**src/design/hdsa_pkg.sv**
```systemverilog
// ----------------------------------------------------------------------------
// hdsa_pkg
// Shared types, codes and constants for the Hamming distance admission set.
// ----------------------------------------------------------------------------
package hdsa_pkg;

  localparam int MAX_MEMBERS_DEF = 16;
  localparam int MAX_LEN_DEF     = 16;
  localparam int BASES_PER_WORD  = 16;   // 2-bit bases held in one candidate
  localparam int PAIR_THRESHOLD  = 2;    // pairs count when distance exceeds this

  // opcodes
  localparam logic [1:0] OP_ADMIT = 2'd0;
  localparam logic [1:0] OP_CLEAR = 2'd1;
  localparam logic [1:0] OP_POP   = 2'd2;

  // status codes
  localparam logic [2:0] ST_ADMITTED  = 3'd0;
  localparam logic [2:0] ST_TOO_CLOSE = 3'd1;
  localparam logic [2:0] ST_FULL      = 3'd2;
  localparam logic [2:0] ST_REMOVED   = 3'd3;
  localparam logic [2:0] ST_REJECTED  = 3'd4;

  // register indexes
  localparam logic [1:0] REG_MIN_DISTANCE = 2'd0;
  localparam logic [1:0] REG_OLIGO_LENGTH = 2'd1;

  typedef struct packed {
    logic [1:0]  opcode;
    logic [31:0] candidate;
  } in_word_t;

  typedef struct packed {
    logic [2:0] status;
    logic [4:0] nearest_distance;
    logic [4:0] member_count;
    logic [6:0] pair_score;
  } out_word_t;

  typedef enum logic [1:0] {
    SQ_IDLE,
    SQ_LOAD_LAST,
    SQ_SCAN,
    SQ_FINISH
  } seq_state_t;

endpackage

```
**src/design/hdsa_store.sv**
```systemverilog
// ----------------------------------------------------------------------------
// hdsa_store
// Member memory: one write port, one read port with registered read data.
// ----------------------------------------------------------------------------
module hdsa_store #(
  parameter int DEPTH = hdsa_pkg::MAX_MEMBERS_DEF,
  parameter int AW    = $clog2(DEPTH)
) (
  input  logic          clk,
  input  logic          we,
  input  logic [AW-1:0] waddr,
  input  logic [31:0]   wdata,
  input  logic          re,
  input  logic [AW-1:0] raddr,
  output logic [31:0]   rdata
);

  logic [31:0] mem [DEPTH];

  always_ff @(posedge clk) begin
    if (we) begin
      mem[waddr] <= wdata;
    end
    if (re) begin
      rdata <= mem[raddr];
    end
  end

endmodule

```
**src/design/hdsa_dist.sv**
```systemverilog
// ----------------------------------------------------------------------------
// hdsa_dist
// Shared distance unit: counts differing bases over the first len bases.
// ----------------------------------------------------------------------------
module hdsa_dist (
  input  logic [31:0] a,
  input  logic [31:0] b,
  input  logic [4:0]  len,
  output logic [4:0]  diff_count
);

  always_comb begin
    diff_count = '0;
    for (int i = 0; i < hdsa_pkg::BASES_PER_WORD; i++) begin
      if ((5'(i) < len) && (a[2*i +: 2] != b[2*i +: 2])) begin
        diff_count = diff_count + 5'd1;
      end
    end
  end

endmodule

```
**src/design/hamming_distance_set_admission.sv**
```systemverilog
// ----------------------------------------------------------------------------
// hamming_distance_set_admission
// Admission set of nucleotide strings kept at a minimum Hamming distance.
// ----------------------------------------------------------------------------
// Usage:
//   Command channel: drive cmd and raise start; the word is taken on a
//   rising edge with start high and busy low. busy stays high until the
//   result has been produced.
//   Result channel: result is valid for one cycle while done is high; the
//   receiver must take it then, it cannot stall the block.
//   Config port: cfg_we/cfg_index/cfg_data write min_distance (index 0) or
//   oligo_length (index 1); other indexes are ignored. Write
//   only while idle.
// Sequence: admit scans every member, then finishes; pop loads the newest
//   member as reference, then scans the rest. Clear, pop on empty and
//   unknown opcodes go straight to finish; done rises in the cycle after
//   finish. One member is read from the store per cycle through the shared
//   distance unit; that read port sets the rate.
// Reset: rst (sync, active high) empties the set, zeroes the pair score and
//   loads min_distance 2, oligo_length 3. The store itself is not cleared.
// ----------------------------------------------------------------------------
module hamming_distance_set_admission #(
  parameter int MAX_MEMBERS = hdsa_pkg::MAX_MEMBERS_DEF,
  parameter int MAX_LEN     = hdsa_pkg::MAX_LEN_DEF
) (
  input  logic                clk,
  input  logic                rst,
  input  logic                start,
  output logic                busy,
  input  hdsa_pkg::in_word_t  cmd,
  output logic                done,
  output hdsa_pkg::out_word_t result,
  input  logic                cfg_we,
  input  logic [1:0]          cfg_index,
  input  logic [4:0]          cfg_data
);

  localparam int AW      = (MAX_MEMBERS > 1) ? $clog2(MAX_MEMBERS) : 1;
  localparam int CW      = $clog2(MAX_MEMBERS + 1);
  localparam int MAX_PAIRS = MAX_MEMBERS * (MAX_MEMBERS - 1) / 2;
  localparam int SW      = $clog2(MAX_PAIRS + 1);
  // bases compared can never exceed the word or MAX_LEN
  localparam int LEN_CAP = (MAX_LEN < hdsa_pkg::BASES_PER_WORD) ?
                           MAX_LEN : hdsa_pkg::BASES_PER_WORD;

  hdsa_pkg::seq_state_t state, state_next;

  // control state
  logic [CW-1:0] stored_count, count_next;
  logic [SW-1:0] score_count, score_next;
  logic [4:0]    min_distance;
  logic [4:0]    oligo_length;
  logic [CW-1:0] idx;
  logic          rd_pend;

  // per-item working registers
  logic [1:0]    op;
  logic [31:0]   ref_word;
  logic [4:0]    len_q;
  logic [4:0]    nearest;
  logic [CW-1:0] tally;
  logic [CW-1:0] limit;

  logic          accept;
  logic [4:0]    len_eff;
  logic          mem_re, mem_we;
  logic [AW-1:0] mem_raddr;
  logic [31:0]   mem_rdata;
  logic [4:0]    diff_count;
  hdsa_pkg::out_word_t res;

  assign busy    = (state != hdsa_pkg::SQ_IDLE);
  assign accept  = start && !busy;
  assign len_eff = (32'(oligo_length) > LEN_CAP) ? 5'(LEN_CAP) : oligo_length;

  hdsa_store #(
    .DEPTH (MAX_MEMBERS),
    .AW    (AW)
  ) u_store (
    .clk   (clk),
    .we    (mem_we),
    .waddr (stored_count[AW-1:0]),
    .wdata (ref_word),
    .re    (mem_re),
    .raddr (mem_raddr),
    .rdata (mem_rdata)
  );

  // one member against the reference word per cycle
  hdsa_dist u_dist (
    .a          (mem_rdata),
    .b          (ref_word),
    .len        (len_q),
    .diff_count (diff_count)
  );

  // sequencer: next state and store read strobe
  always_comb begin
    state_next = state;
    mem_re     = 1'b0;
    mem_raddr  = '0;
    unique case (state)
      hdsa_pkg::SQ_IDLE: begin
        if (accept) begin
          unique case (cmd.opcode)
            hdsa_pkg::OP_ADMIT: state_next = hdsa_pkg::SQ_SCAN;
            hdsa_pkg::OP_POP: begin
              if (stored_count == '0) begin
                state_next = hdsa_pkg::SQ_FINISH;
              end else begin
                // fetch the newest member as reference for the scan
                mem_re     = 1'b1;
                mem_raddr  = AW'(stored_count - CW'(1));
                state_next = hdsa_pkg::SQ_LOAD_LAST;
              end
            end
            default: state_next = hdsa_pkg::SQ_FINISH;
          endcase
        end
      end
      hdsa_pkg::SQ_LOAD_LAST: state_next = hdsa_pkg::SQ_SCAN;
      hdsa_pkg::SQ_SCAN: begin
        if (idx < limit) begin
          mem_re    = 1'b1;
          mem_raddr = idx[AW-1:0];
        end else begin
          // last pending read is folded in on this cycle
          state_next = hdsa_pkg::SQ_FINISH;
        end
      end
      hdsa_pkg::SQ_FINISH: state_next = hdsa_pkg::SQ_IDLE;
    endcase
  end

  // write-back decision and result word
  always_comb begin
    count_next = stored_count;
    score_next = score_count;
    mem_we     = 1'b0;
    res.status = hdsa_pkg::ST_REJECTED;
    res.nearest_distance = '0;
    case (op)
      hdsa_pkg::OP_ADMIT: begin
        res.nearest_distance = nearest;
        if (nearest < min_distance) begin
          res.status = hdsa_pkg::ST_TOO_CLOSE;
        end else if (32'(stored_count) >= MAX_MEMBERS) begin
          res.status = hdsa_pkg::ST_FULL;
        end else begin
          res.status = hdsa_pkg::ST_ADMITTED;
          mem_we     = (state == hdsa_pkg::SQ_FINISH);
          count_next = stored_count + CW'(1);
          score_next = score_count + SW'(tally);
        end
      end
      hdsa_pkg::OP_CLEAR: begin
        res.status = hdsa_pkg::ST_REMOVED;
        count_next = '0;
        score_next = '0;
      end
      hdsa_pkg::OP_POP: begin
        if (stored_count != '0) begin
          res.status = hdsa_pkg::ST_REMOVED;
          count_next = stored_count - CW'(1);
          score_next = (score_count >= SW'(tally)) ? score_count - SW'(tally) : '0;
        end
      end
      default: res.status = hdsa_pkg::ST_REJECTED;
    endcase
    res.member_count = (32'(count_next) > 31) ? 5'd31 : 5'(count_next);
    res.pair_score   = (32'(score_next) > 127) ? 7'd127 : 7'(score_next);
  end

  // control registers
  always_ff @(posedge clk) begin
    if (rst) begin
      state        <= hdsa_pkg::SQ_IDLE;
      stored_count <= '0;
      score_count  <= '0;
      min_distance <= 5'd2;
      oligo_length <= 5'd3;
      idx          <= '0;
      rd_pend      <= 1'b0;
      done         <= 1'b0;
    end else begin
      state <= state_next;
      done  <= (state == hdsa_pkg::SQ_FINISH);
      if (cfg_we) begin
        if (cfg_index == hdsa_pkg::REG_MIN_DISTANCE) begin
          min_distance <= cfg_data;
        end else if (cfg_index == hdsa_pkg::REG_OLIGO_LENGTH) begin
          oligo_length <= cfg_data;
        end
      end
      if (state == hdsa_pkg::SQ_IDLE) begin
        idx     <= '0;
        rd_pend <= 1'b0;
      end else if (state == hdsa_pkg::SQ_SCAN) begin
        rd_pend <= mem_re;
        if (mem_re) begin
          idx <= idx + CW'(1);
        end
      end
      if (state == hdsa_pkg::SQ_FINISH) begin
        stored_count <= count_next;
        score_count  <= score_next;
      end
    end
  end

  // working registers and result word
  always_ff @(posedge clk) begin
    if (state == hdsa_pkg::SQ_IDLE && accept) begin
      op       <= cmd.opcode;
      ref_word <= cmd.candidate;
      len_q    <= len_eff;
      nearest  <= len_eff;
      tally    <= '0;
      limit    <= (cmd.opcode == hdsa_pkg::OP_POP) ? stored_count - CW'(1) : stored_count;
    end
    if (state == hdsa_pkg::SQ_LOAD_LAST) begin
      ref_word <= mem_rdata;
    end
    if (state == hdsa_pkg::SQ_SCAN && rd_pend) begin
      if (diff_count < nearest) begin
        nearest <= diff_count;
      end
      if (32'(diff_count) > hdsa_pkg::PAIR_THRESHOLD) begin
        tally <= tally + CW'(1);
      end
    end
    if (state == hdsa_pkg::SQ_FINISH) begin
      result <= res;
    end
  end

endmodule

```
**config.mk**
```make
export PLATFORM = sky130hd
export DESIGN_NAME = hamming_distance_set_admission
export DESIGN_NICKNAME = d
export VERILOG_FILES = /design/src/design/hdsa_pkg.sv /design/src/design/hdsa_store.sv /design/src/design/hdsa_dist.sv /design/src/design/hamming_distance_set_admission.sv
export SDC_FILE = /design/constraint.sdc
export NUM_CORES = 1
export LEC_CHECK = 0
export BUFFER_PORTS_ARGS = -buffer_cell sky130_fd_sc_hd__buf_2
export CAP_MARGIN = 10
export CORE_ASPECT_RATIO = 0.7
export CORE_MARGIN = 2
export CORE_UTILIZATION = 55
export CTS_BUF_LIST = sky130_fd_sc_hd__clkbuf_4 sky130_fd_sc_hd__clkbuf_8
export DETAILED_ROUTE_END_ITERATION = 16
export PLACE_DENSITY = 0.81
export SYNTH_ARGS = -nofsm -noshare
export SYNTH_HDL_FRONTEND = slang
export SYNTH_SLANG_ARGS = --single-unit
```
**constraint.sdc**
```tcl
create_clock -name clk -period 10.8 [get_ports clk]
set_input_delay 1.08 -clock clk [delete_from_list [all_inputs] [get_ports clk]]
set_output_delay 1.08 -clock clk [all_outputs]
set_load 0.02 [all_outputs]
```
==> impl_metrics.ini, run 1 <==
[worst_setup_path]
path_max_fanout = 10
worstReg2RegStart = len_q[1]$_DFFE_PP_
critical_path_class = reg -> reg
cp.required_ps = 11350
r2r_end = nearest[1]$_DFF_P_
critPathTopFamily = compound AO/OA/AOI/OAI gates
crit_arrival_ps = 10780
reg2reg_depth = 45
cp_num_buf_inv = 3
cpMaxStageDelayCell = a2111oi_0
crit_path_end_kind = flip-flop
crit_path_max_incr_delay_ps = 970
crit_path_frequent_cell = ha_1
r2r_slack_ps = 570
start_kind = flip-flop

[place]
port-buffer-count = 66
hpwlAfterDp_um = 37800
dp_cells = 2883
gp_congestion = 0.902

[grt]
track_usage_pct = 25.6
grt_pass1_vias = 18500
grt_max_degree = 215
antenna_found_initial = 4
grt_pass1_wl_um = 106000
grt_overflow = 0

[floorplanning]
io_pins = 67
row_count = 70
initial_core_util_pct = 55.6
core_um2 = 52000
dieWidth_um = 278
fp.dieH_um = 196
dieArea_um2 = 54400

[sta]
worst_pin_slew_ps = 1100
fin_setup_tns_ps = 0
min_period_over_period_pct = 94.7
clock.fmax_ghz = 0.0978
finalSetupViolations = 0
rsz0062_at_grt = no
whs_ps = 479
clock_skew_ps = 29.1
relSlewSlack_pct = 25.9
slew_viol_final = 0
hold_viol_final = 0
layout_min_cycle_time_ps = 10230

[hold_path]
hp-start = oligo_length[0]$_SDFFE_PP1P_
hold_end = oligo_length[0]$_SDFFE_PP1P_
hold_class = reg -> reg
hold_depth = 1

[yosys]
syn_nets = 2333
synth_top_area_share_pct = 63.2
yosys.cell_count.top_type = edfxtp_1
syn_avg_cell_area_um2 = 12.9
ys.warnings.count = 0
ys_ff_latch = 649
synth_ff_type = edfxtp_1
async_reset_ff_share_pct = 0
syn_inst = 2235
ys_top_cells_by_count = edfxtp_1 (608), nand2_1 (318), a211oi_1 (163), and2_1 (140), clkbuf_1 (124)
yosysSeqAreaShare_pct = 66.0
ys_types = 77
ys_top_cells_by_area = edfxtp_1 (63%), a211oi_1 (4.2%), nand2_1 (4.1%)
syn_area_um2 = 28900
synth.largest_area_cell = edfxtp_1
synth_edf_count = 608

[flow_run]
max_cap_viol_count = 0

[finish]
post-route-util_pct = 61.1
nFillCells = 3886
num-nets-final = 2395
layout.cells.non_filler = 3052
multi_input_area_um2 = 9220
syn_to_final_growth_pct = 9.95
seq_area_um2 = 19100
drive_above_1_share_pct = 13.6

[outcome]
status = finished, final reports clean

[clock_network]
cts_tree = built
clk_pin_slew_worst_paths_ps = 70
numCtsBuffers = 93
cts_max_level = 3
clock_latency_ps = 670
cts.sinks = 649
cts-root-buf = clkbuf_8
cts.path.max_buffers = 3

[detailed_routing]
first_pass_iters = 6
drtIter0Drc = 2622
wirelength_um = 69900
vias = 19100
drc = 0
viasPerCell = 6.24
avgRoutedWirePerCell_um = 22.9
drtAntennaViolNets = 0
[through the flow]
stage,cell area [um2],worst slack (ps)
finish,31800,574
global route,31800,1.00
CTS,31700,199
detailed placement,29900,346
global placement,29900,958
floorplan,28900,1680
[layout make-up]
class,count,share of cell area (%)
diodes,2,0.0157
clock buffers,129,4.96
clock inverters,35,0.665
inverters,56,0.661
multi-input cells,1397,29.0
flip-flops and latches,649,60.0
well taps,684,2.69
repair buffers,100,1.96
[sequential cells by signal, summed over array words and instances, names as in the netlist, 2 cells and up]
name           count
u_store.rdata     32
nearest            5
ref_word          32
min_distance       5
idx                5
oligo_length       5
result            20
len_q              5
u_store.mem      512
tally              5
score_count        7
state              2
limit              5
op                 2
stored_count       5
[cells by family (layout without fill, tap and decap cells)]
logic type                 after synthesis  count (layout)  synth area share (%)
muxes                                   67              67                  2.49
AOI/OAI and AO/OA                      538             538                  13.1
xor gates and xnor gates               100             100                  3.30
DFF                                    649             649                  66.0
adders and majority gates               53              53                  2.35
other                                    0               2                     0
and+or+nand+nor                        639             639                  10.3
buffers and inverters                  189             320                  2.50
[worst reg2reg max path, delay by kind of cell, from the launching register on]
kind,cells,cell delay (ps)
AOI/OAI and AO/OA,19,4390
xor gates and xnor gates,4,780
adders and majority gates,9,2710
DFF,1,550
buffers and inverters,3,190
and+or+nand+nor,8,1000
muxes,2,500
[worst max path at each step]
stage / from / endpoint / slack, ps / cells past startpoint
after detailed placement: len_q[4]$_DFFE_PP_ / nearest[1]$_DFF_P_ / 350 / 49
after global routing: len_q[4]$_DFFE_PP_ / nearest[1]$_DFF_P_ / 1 / 48
after CTS: len_q[4]$_DFFE_PP_ / nearest[1]$_DFF_P_ / 200 / 49
final: len_q[1]$_DFFE_PP_ / nearest[1]$_DFF_P_ / 570 / 45
after floorplan: len_q[2]$_DFFE_PP_ / nearest[1]$_DFF_P_ / 1680 / 52
after global placement: len_q[4]$_DFFE_PP_ / nearest[1]$_DFF_P_ / 960 / 49
[cell usage in the layout (no fill, tap or decap), types with 13 or more instances in the layout]
master,Yosys,layout
clkbuf_8,0,97
clkinv_1,0,22
a21oi_1,113,112
edfxtp_1,608,608
buf_2,5,66
inv_1,55,55
o21ai_0,25,24
a211oi_1,163,163
xor2_1,27,27
a311oi_1,67,67
nor3_1,15,15
xnor2_1,66,66
nand2_1,318,318
ha_1,51,49
clkbuf_4,0,32
nand3_1,13,13
mux2i_1,31,31
buf_4,0,31
nor2_1,85,83
and2_1,140,133
dfxtp_1,41,41
a31oi_1,73,73
nor2b_1,14,14
mux2_2,35,35
[layer usage]
metal  track usage (%)  part of all wire, %
met5                 0                0.046
met4              10.3                  3.3
met3              5.60                   10
met2              37.9                   44
met1              37.1                   42
[timing repair]
item                       4_1_cts  5_1_grt
hold buffers                     0        0
buffers inserted                 0        3
setup endpoints to repair        0       10
resized for setup                0        5
Power of run 1 is not shown: default switching activity piles up to over one toggle a cycle in this logic, so the estimate is an artifact.
==> inputs of run 2 (changes only) <==
CELL_PAD_IN_SITES_DETAIL_PLACEMENT = 1   (was not set)
CELL_PAD_IN_SITES_GLOBAL_PLACEMENT = 2   (was not set)
CORE_UTILIZATION = 46   (was 55)
PLACE_DENSITY = 0.92   (was 0.81)
SETUP_SLACK_MARGIN = 0.2   (was not set)
==> run 2 against run 1 <==
Net effect: cell count up 5.0%; maximum frequency up 3.1%; non-clock buffer count up 11; first-iteration DRC count down 26%; global-route usage down 1.0 points; die area up 19%.
==> impl_metrics.ini, run 2 (synthesis results as in run 1) <==
[outcome]
status = finished, final reports clean

[clock_network]
numCtsBuffers = 98
cts.path.max_buffers = 3
clock_latency_ps = 710
cts_hold_buffers = 0
cts_max_level = 3
cts.sinks = 649
cts_tree = built
clk_pin_slew_worst_paths_ps = 60
cts-root-buf = clkbuf_8

[detailed_routing]
vias = 19200
drtIter0Drc = 1932
first_pass_iters = 6
avgRoutedWirePerCell_um = 24.9
drc = 0
wirelength_um = 79900
drtAntennaViolNets = 0
viasPerCell = 5.99

[place]
port-buffer-count = 66
placed_area_um2 = 30100
hpwlAfterDp_um = 43800
dp_cells = 3017
gp_congestion = 0.830

[sta]
clock.fmax_ghz = 0.101
whs_ps = 472
fin_setup_tns_ps = 0
hold_viol_final = 0
slew_viol_final = 0
finalSetupViolations = 0
layout_min_cycle_time_ps = 9920
relSlewSlack_pct = 15.9
clock_skew_ps = 29.9
worst_pin_slew_ps = 1260
min_period_over_period_pct = 91.8
rsz0062_at_grt = no

[grt]
grt_max_degree = 215
grt_pass1_vias = 20100
track_usage_pct = 24.6
grt_overflow = 0
antenna_found_initial = 3
grt_pass1_wl_um = 121000

[worst_setup_path]
cp.required_ps = 11390
crit_path_max_incr_delay_ps = 510
cpMaxStageDelayCell = edfxtp_1
start_kind = flip-flop
critical_path_class = reg -> reg
crit_arrival_ps = 10510
crit_path_frequent_cell = ha_1
path_max_fanout = 7
crit_path_end_kind = flip-flop

[finish]
seq_area_um2 = 19100
layout.cells.non_filler = 3205
num-nets-final = 2411
final_common_cell = edfxtp_1
final_cell_mix = edfxtp_1 (608), nand2_1 (318), a211oi_1 (162)
top_regs = u_store.mem (512), ref_word (32), u_store.rdata (32)
largest_reg_flops = 512
multi_input_area_um2 = 9240
stdcell_area_um2 = 32100
nFillCells = 6238
syn_to_final_growth_pct = 11.1
largest_register = u_store.mem
drive_above_1_share_pct = 14.5

[flow_run]
max_cap_viol_count = 0

[floorplanning]
core_um2 = 61800
initial_core_util_pct = 46.8
io_pins = 67
row_count = 76
dieWidth_um = 304
dieArea_um2 = 64900
fp.dieH_um = 214

[hold_path]
hold_class = reg -> reg
run 2: changes by cell type in the layout (fill, tap and decap cells not counted), moves of 2 or more:
cell,change
buf_4,+12
clkbuf_8,+3
clkinv_2,+5
clkinvlp_4,-2
run 2: worst paths after layout:
path                                              startpoint                            to  slack, ps  depth (start not counted)
worst max-delay path                      len_q[4]$_DFFE_PP_            nearest[1]$_DFF_P_        880                         48
worst min-delay path            oligo_length[1]$_SDFFE_PP1P_  oligo_length[1]$_SDFFE_PP1P_        470                          1
worst max register to register            len_q[4]$_DFFE_PP_            nearest[1]$_DFF_P_        880                         48
worst min register to register  oligo_length[1]$_SDFFE_PP1P_  oligo_length[1]$_SDFFE_PP1P_        470                          1
run 2: critical path: cells and delay by family, from the launching register on:
kind,cells,cell delay (ps)
AO/OA/AOI/OAI,21,3850
XOR/XNOR,4,760
adder cells (fa/ha/maj),9,2680
buffers and inverters,4,280
flip-flops,1,510
multiplexers,1,290
AND/OR/NAND/NOR,9,1410
run 2: routing by layer:
layer,vias to the layer above,GRT usage (%),share of wire (%)
met3,166,4.64,7.8
met4,0,8.25,2.7
li1,8571,-,-
met1,9717,33.6,42
met2,740,40.0,47
met5,-,0,0
run 2: cell type report:
| cell class | instances | share of cell area (%) |
|---|---|---|
| diodes | 1 | 0.00779 |
| well taps | 819 | 3.19 |
| clock buffers | 132 | 5.03 |
| repair buffers | 111 | 2.16 |
| inverters | 56 | 0.655 |
| flip-flops and latches | 649 | 59.4 |
| multi-input cells | 1397 | 28.8 |
| clock inverters | 40 | 0.752 |
run 2: metrics by stage:
step / worst slack, ps / utilization (%)
3_3_place_gp: 786 / 48.7
5_1_grt: 209 / 52.0
4_1_cts: 292 / 51.7
2_1_floorplan: 1680 / -
3_5_place_dp: 322 / 48.7
6_report: 881 / 52.0
run 2: repair_timing:
item	4_1_cts	5_1_grt
resized for setup	0	10
setup endpoints to repair	0	10
buffers inserted	0	15
Power of run 2 is left out for the same reason.
